<file path="config.mk">
export PLATFORM = sky130hd
export DESIGN_NAME = input_event_fifo_with_time_words_unit
export DESIGN_NICKNAME = d
export VERILOG_FILES = /design/src/sv/ievf_pkg.sv /design/src/sv/ievf_ram.sv /design/src/sv/input_event_fifo_with_time_words_unit.sv
export SDC_FILE = /design/constraint.sdc
export NUM_CORES = 2
export LEC_CHECK = 0
export BUFFER_PORTS_ARGS = -buffer_cell sky130_fd_sc_hd__buf_2
export CORE_ASPECT_RATIO = 1.1
export CORE_UTILIZATION = 50
export CTS_BUF_LIST = sky130_fd_sc_hd__clkbuf_16
export CTS_CLUSTER_SIZE = 14
export DETAILED_ROUTE_END_ITERATION = 7
export HOLD_SLACK_MARGIN = 0.05
export PLACE_DENSITY_LB_ADDON = 0.1
export SLEW_MARGIN = 30
export SYNTH_ARGS = -nofsm -noshare
export SYNTH_HDL_FRONTEND = slang
export SYNTH_SLANG_ARGS = --single-unit
</file>
<file path="constraint.sdc">
create_clock -name aclk -period 18.3 [get_ports aclk]
set_input_delay 0.915 -clock aclk [delete_from_list [all_inputs] [get_ports aclk]]
set_output_delay 0.915 -clock aclk [all_outputs]
set_load 0.02 [all_outputs]
</file>
<file path="src/sv/ievf_pkg.sv">
// shared types and constants for the input event fifo with time words
// no dependencies
package ievf_pkg;

    localparam int WORD_W    = 16;
    localparam int TIME_W    = 32;
    localparam int ACTION_W  = 2;
    localparam int STORED_W  = 2;

    typedef logic [WORD_W-1:0]   word_t;
    typedef logic [TIME_W-1:0]   time_t;
    typedef logic [ACTION_W-1:0] action_t;
    typedef logic [STORED_W-1:0] stored_t;

    localparam action_t ACT_PUSH = 2'd0;
    localparam action_t ACT_TICK = 2'd1;
    localparam action_t ACT_POP  = 2'd2;

    // largest gap that still fits in a delta-time word
    localparam time_t DELTA_LIMIT   = 32'd4095;
    localparam word_t ABS_TIME_CODE = 16'h5000;

    localparam stored_t STORED_ONE   = 2'd1;
    localparam stored_t STORED_TWO   = 2'd2;
    localparam stored_t STORED_THREE = 2'd3;

endpackage

</file>
<file path="src/sv/ievf_ram.sv">
// single-port event word store, registered read data
// depends on ievf_pkg for the word type
module ievf_ram
    import ievf_pkg::*;
#(
    parameter int DEPTH  = 256,
    parameter int ADDR_W = 8
) (
    input  logic              aclk,
    input  logic              en,
    input  logic              we,
    input  logic [ADDR_W-1:0] addr,
    input  word_t             wdata,
    output word_t             rdata
);

    word_t mem [DEPTH];
    word_t rdata_reg;

    always_ff @(posedge aclk) begin
        if (en) begin
            if (we) begin
                mem[addr] <= wdata;
            end else begin
                rdata_reg <= mem[addr];
            end
        end
    end

    assign rdata = rdata_reg;

endmodule

</file>
<file path="src/sv/input_event_fifo_with_time_words_unit.sv">
// input event ring buffer with time words, one slot always kept free
// a push, a pop or a short tick runs in ST_EXEC, a tick that stores the three
// absolute-time words also in ST_LOW and ST_HIGH (one write per cycle on the single store port)
// a new beat is taken only in ST_IDLE, after the result has moved on from ST_OUT,
// where the output register waits on m_tready before it can take the next result
// reset (aresetn low, synchronous): pointers, last tick and enable cleared, store kept
module input_event_fifo_with_time_words_unit
    import ievf_pkg::*;
#(
    parameter int QUEUE_DEPTH = 256
) (
    input  logic        aclk,
    input  logic        aresetn,
    // configuration: events_enabled
    input  logic        cfg_we,
    input  logic        cfg_wdata,
    // input beats
    input  logic        s_tvalid,
    output logic        s_tready,
    input  logic [47:0] s_tdata,  // [15:0] event_word, [47:16] time_ms
    input  logic [1:0]  s_tuser,  // [1:0] action
    // result beats
    output logic        m_tvalid,
    input  logic        m_tready,
    output logic [23:0] m_tdata,  // [15:0] read_word, [17:16] words_stored, [18] queue_empty
    output logic        m_tuser   // [0] read_was_empty
);

    localparam int PTR_W = $clog2(QUEUE_DEPTH);
    localparam int CNT_W = PTR_W + 1;
    localparam logic [PTR_W-1:0] PTR_LAST   = PTR_W'(QUEUE_DEPTH - 1);
    localparam logic [CNT_W-1:0] DEPTH_CNT  = CNT_W'(QUEUE_DEPTH);
    localparam logic [CNT_W-1:0] FULL_CNT   = CNT_W'(QUEUE_DEPTH - 1);
    localparam logic [CNT_W-1:0] ROOM3_CNT  = CNT_W'(QUEUE_DEPTH - 3);

    localparam logic [2:0] ST_IDLE = 3'd0;
    localparam logic [2:0] ST_EXEC = 3'd1;
    localparam logic [2:0] ST_LOW  = 3'd2;
    localparam logic [2:0] ST_HIGH = 3'd3;
    localparam logic [2:0] ST_OUT  = 3'd4;

    logic [2:0]       state_reg, state_next;
    logic [PTR_W-1:0] rd_ptr_reg, rd_ptr_next;
    logic [PTR_W-1:0] wr_ptr_reg, wr_ptr_next;
    time_t            last_tick_reg, last_tick_next;
    logic             enabled_reg;

    action_t          in_action_reg;
    word_t            in_word_reg;
    time_t            in_time_reg;

    word_t            res_word_reg, res_word_next;
    logic             res_empty_reg, res_empty_next;
    stored_t          res_stored_reg, res_stored_next;
    logic             res_from_ram_reg, res_from_ram_next;

    logic             m_valid_reg, m_valid_next;
    word_t            m_word_reg, m_word_next;
    logic             m_empty_flag_reg, m_empty_flag_next;
    stored_t          m_stored_reg, m_stored_next;
    logic             m_qempty_reg, m_qempty_next;

    logic             ram_en, ram_we;
    logic [PTR_W-1:0] ram_addr;
    word_t            ram_wdata, ram_rdata;

    logic [CNT_W-1:0] used;
    logic             full, room3, qempty;
    time_t            gap;
    logic [PTR_W-1:0] wr_ptr_inc, rd_ptr_inc;

    ievf_ram #(
        .DEPTH  (QUEUE_DEPTH),
        .ADDR_W (PTR_W)
    ) u_ram (
        .aclk  (aclk),
        .en    (ram_en),
        .we    (ram_we),
        .addr  (ram_addr),
        .wdata (ram_wdata),
        .rdata (ram_rdata)
    );

    // occupancy of the ring, pointers wrap at QUEUE_DEPTH
    always_comb begin
        if (wr_ptr_reg >= rd_ptr_reg) begin
            used = CNT_W'(wr_ptr_reg) - CNT_W'(rd_ptr_reg);
        end else begin
            used = CNT_W'(wr_ptr_reg) + DEPTH_CNT - CNT_W'(rd_ptr_reg);
        end
    end

    assign full       = (used >= FULL_CNT);
    assign room3      = (used < ROOM3_CNT);
    assign qempty     = (rd_ptr_reg == wr_ptr_reg);
    assign gap        = in_time_reg - last_tick_reg;
    assign wr_ptr_inc = (wr_ptr_reg == PTR_LAST) ? '0 : wr_ptr_reg + 1'b1;
    assign rd_ptr_inc = (rd_ptr_reg == PTR_LAST) ? '0 : rd_ptr_reg + 1'b1;

    always_comb begin
        state_next        = state_reg;
        rd_ptr_next       = rd_ptr_reg;
        wr_ptr_next       = wr_ptr_reg;
        last_tick_next    = last_tick_reg;
        res_word_next     = res_word_reg;
        res_empty_next    = res_empty_reg;
        res_stored_next   = res_stored_reg;
        res_from_ram_next = res_from_ram_reg;
        m_valid_next      = m_valid_reg & ~m_tready;
        m_word_next       = m_word_reg;
        m_empty_flag_next = m_empty_flag_reg;
        m_stored_next     = m_stored_reg;
        m_qempty_next     = m_qempty_reg;
        ram_en            = 1'b0;
        ram_we            = 1'b0;
        ram_addr          = wr_ptr_reg;
        ram_wdata         = in_word_reg;
        s_tready          = 1'b0;

        case (state_reg)
            ST_IDLE: begin
                s_tready = 1'b1;
                if (s_tvalid) begin
                    state_next = ST_EXEC;
                end
            end
            ST_EXEC: begin
                res_word_next     = '0;
                res_empty_next    = 1'b0;
                res_stored_next   = '0;
                res_from_ram_next = 1'b0;
                state_next        = ST_OUT;
                case (in_action_reg)
                    ACT_PUSH: begin
                        if (enabled_reg && !full) begin
                            ram_en          = 1'b1;
                            ram_we          = 1'b1;
                            wr_ptr_next     = wr_ptr_inc;
                            res_stored_next = STORED_ONE;
                        end
                    end
                    ACT_TICK: begin
                        last_tick_next = in_time_reg;
                        if (gap <= DELTA_LIMIT) begin
                            if (enabled_reg && !full) begin
                                ram_en          = 1'b1;
                                ram_we          = 1'b1;
                                ram_wdata       = gap[WORD_W-1:0];
                                wr_ptr_next     = wr_ptr_inc;
                                res_stored_next = STORED_ONE;
                            end
                        end else if (enabled_reg && room3) begin
                            ram_en          = 1'b1;
                            ram_we          = 1'b1;
                            ram_wdata       = ABS_TIME_CODE;
                            wr_ptr_next     = wr_ptr_inc;
                            res_stored_next = STORED_ONE;
                            state_next      = ST_LOW;
                        end
                    end
                    ACT_POP: begin
                        if (qempty) begin
                            res_empty_next = 1'b1;
                        end else begin
                            ram_en            = 1'b1;
                            ram_addr          = rd_ptr_reg;
                            rd_ptr_next       = rd_ptr_inc;
                            res_from_ram_next = 1'b1;
                        end
                    end
                    default: begin
                    end
                endcase
            end
            ST_LOW: begin
                ram_en          = 1'b1;
                ram_we          = 1'b1;
                ram_wdata       = in_time_reg[WORD_W-1:0];
                wr_ptr_next     = wr_ptr_inc;
                res_stored_next = STORED_TWO;
                state_next      = ST_HIGH;
            end
            ST_HIGH: begin
                ram_en          = 1'b1;
                ram_we          = 1'b1;
                ram_wdata       = in_time_reg[TIME_W-1:WORD_W];
                wr_ptr_next     = wr_ptr_inc;
                res_stored_next = STORED_THREE;
                state_next      = ST_OUT;
            end
            ST_OUT: begin
                if (!m_valid_reg || m_tready) begin
                    m_valid_next      = 1'b1;
                    m_word_next       = res_from_ram_reg ? ram_rdata : res_word_reg;
                    m_empty_flag_next = res_empty_reg;
                    m_stored_next     = res_stored_reg;
                    m_qempty_next     = qempty;
                    state_next        = ST_IDLE;
                end
            end
            default: begin
                state_next = ST_IDLE;
            end
        endcase
    end

    always_ff @(posedge aclk) begin
        if (!aresetn) begin
            state_reg     <= ST_IDLE;
            rd_ptr_reg    <= '0;
            wr_ptr_reg    <= '0;
            last_tick_reg <= '0;
            enabled_reg   <= 1'b0;
            m_valid_reg   <= 1'b0;
        end else begin
            state_reg     <= state_next;
            rd_ptr_reg    <= rd_ptr_next;
            wr_ptr_reg    <= wr_ptr_next;
            last_tick_reg <= last_tick_next;
            m_valid_reg   <= m_valid_next;
            if (cfg_we) begin
                enabled_reg <= cfg_wdata;
            end
        end
    end

    // payload registers
    always_ff @(posedge aclk) begin
        if (s_tready && s_tvalid) begin
            in_action_reg <= s_tuser;
            in_word_reg   <= s_tdata[WORD_W-1:0];
            in_time_reg   <= s_tdata[WORD_W+TIME_W-1:WORD_W];
        end
        res_word_reg     <= res_word_next;
        res_empty_reg    <= res_empty_next;
        res_stored_reg   <= res_stored_next;
        res_from_ram_reg <= res_from_ram_next;
        m_word_reg       <= m_word_next;
        m_empty_flag_reg <= m_empty_flag_next;
        m_stored_reg     <= m_stored_next;
        m_qempty_reg     <= m_qempty_next;
    end

    assign m_tvalid = m_valid_reg;
    assign m_tdata  = {5'b0, m_qempty_reg, m_stored_reg, m_word_reg};
    assign m_tuser  = m_empty_flag_reg;

endmodule

</file>
==> results.cfg <==
[status]
status = finished, final reports clean

[clock_network]
htreeDepth = 5
cts_resized = 0
clk_latency_ns = 0.98
cts.path.max_buffers = 4
clock_sinks = 4239
cts_tree = done
post_cts_buffers = 0
cts_hold_buf = 0
cts-root-buf = clkbuf_16
clk_pin_slew_ns = 0.06
cts_buffers = 420

[global_route]
grt_pass1_vias = 86300
grt_use_total = 0.289
antenna_found_initial = 26
use_met1 = 0.396
globalRouteMet2Util = 0.459
grt_max_degree = 193
grt_pass1_wl_um = 679000
busiest_layer = met2
grt_overflow_total = 0
grt_use_met3 = 0.0585

[finish]
layout_commonest_cell = edfxtp_1
stdcell_count = 13600
final_cell_mix = 4186 x edfxtp_1, 1024 x mux4_2, 845 x nand2_1, 430 x clkbuf_16, 430 x buf_4
largest_register_ffs = 4096
syn2layout_area_growth_pct = 13.8
drive_gt1_frac = 0.274
nets = 8954

[timing]
tns_ns = 0
tightest_slew_ns = 1.12
fin_skew_ns = 0.0585
fin_crit_sh = 0.486
grt_setup_unrepaired = no
hold_violations = 0
final-max-slew-violation-count = 0
finalSetupViolCount = 0
maxSlewHeadroom = 0.246
layout_min_cycle_time_ns = 8.89
hold-worst-slack_ns = 0.141
fmax_mhz = 112

[hold_path]
hp-class = input port to register

[synthesis]
synth_edf_count = 4186
yosysWarnings = 0
synth_largest_area_cell = edfxtp_1
ys_ff_latch = 4239
synth_ff_type = edfxtp_1
seq_area_frac_synth = 0.761
syn-instance-count = 8378
synth_top_area_frac = 0.755
syn_area_mm2 = 0.166
ys_types = 76
synth_async_sr_flop_share = 0
syn_avg_cell_area_um2 = 19.9
synth_area_leaders = edfxtp_1 76%, mux4_2 14%, nand2_1 2.0%, mux2i_1 1.1%, nor3_1 0.84%

[floorplan]
io-pin-count = 83
initial_core_util = 0.504
die_x_um = 552
coreArea_mm2 = 0.330
die_h_um = 607
floorplan.rows = 221
die_area_mm2 = 0.335

[place]
hpwl_um = 292000
io_buffers = 77
dp.cells = 12800
place.gp.congestion = 0.898

[power_and_ir_drop]
power_w = 0.0202
vdd_drop_max_uv = 80.1
p_per_area_mw_per_mm2 = 107
p_leak_nw = 58.4

[critical_path]
rrSetupSlack_ns = 9.41
critPathCaptureType = register
cp-start-kind = register
critPathArrivalTime_ns = 9.60
crit_fanout = 51
path_class = register to register
required_ns = 19.00

[route]
drt_pass1_iterations = 6
detail_route.iter0.violations = 11100
via_per_inst = 6.43
vias = 87300
drc_errors = 0
wire_per_inst_um = 35.8
postRouteWirelength_um = 486000
ant_nets = 0

[run]
drv_cap = 0
area by class of cell:
class / instances / area [um2]
fillers: 24400 / 141000
flip-flops and latches: 4239 / 127000
multi-input cells: 3583 / 39300
clock buffers: 430 / 10800
well taps: 4348 / 5440
repair buffers: 553 / 4410
clock inverters: 342 / 2580
inverters: 58 / 218
diodes: 18 / 45.0
synthesized netlist by cell type (29+ instances only):
master and count:
clkbuf_1 215, edfxtp_1 4186, mux4_2 1024, o21ai_0 51, inv_1 56, mux2i_1 184, and3_1 93, nor3_1 279
nand3_1 156, nor2_1 137, buf_4 34, a211oi_1 80, a31oi_1 30, buf_2 177, nand2_1 865, dfxtp_1 53
a21oi_1 249, o21a_1 29, buf_1 66, o22ai_1 75, ha_1 41
worst max-delay path: stages, from the launching register on:
cell      delay, ns
dfxtp_1        0.85
or3b_1         0.41
buf_4          0.25
a311oi_4       0.28
buf_4          0.77
a21o_4         0.71
buf_4          0.51
buf_4          0.63
buf_4          0.59
buf_4          0.68
mux4_2         0.58
mux2i_1        0.47
o22ai_1        0.21
o21ai_0        0.88
o211ai_1       0.18
or4_1          0.44
path summary, 6_finish.rpt:
kind,startpoint,end,depth (start not counted)
worst max register to register,state_reg[0],u_ram.rdata[11],15
worst max-delay path,state_reg[0],u_ram.rdata[11],15
worst min register to register,res_stored_reg[0],m_stored_reg[0],0
worst min-delay path,s_tdata[12],in_word_reg[12],1
per-layer routing:
metal  part of all wire  vias up
met1               0.39    47000
met3              0.086      797
met5            0.00012        -
li1                   -    35400
met4              0.046       10
met2               0.47     4171
metrics by stage:
step           cell area (um2)  setup slack, ns   util
6_report                190000             9.41  0.574
5_1_grt                 189000             8.98  0.573
4_1_cts                 189000             9.24  0.572
3_5_place_dp            176000             9.28  0.532
3_3_place_gp            175000             8.92  0.531
2_1_floorplan           166000             2.21      -
kinds of logic (layout without fill, tap and decap cells):
family | after synthesis | after routing | share of synthesized area
other cells | 1 | 23 | 0.0000225
compound gates | 648 | 648 | 0.0249
buf+inv | 560 | 1383 | 0.0152
flops | 4239 | 4239 | 0.761
xor+xnor | 28 | 28 | 0.00147
fa+ha+maj | 43 | 43 | 0.00332
mux | 1214 | 1214 | 0.150
simple gates | 1645 | 1645 | 0.0436
report_power, final:
part           internal [W]  switching (W)  total (W)
Combinational      0.000188       0.000708   0.000896
Clock               0.00476        0.00366    0.00842
Sequential           0.0109      0.0000189     0.0109
Power figures use the tool's default switching activity.
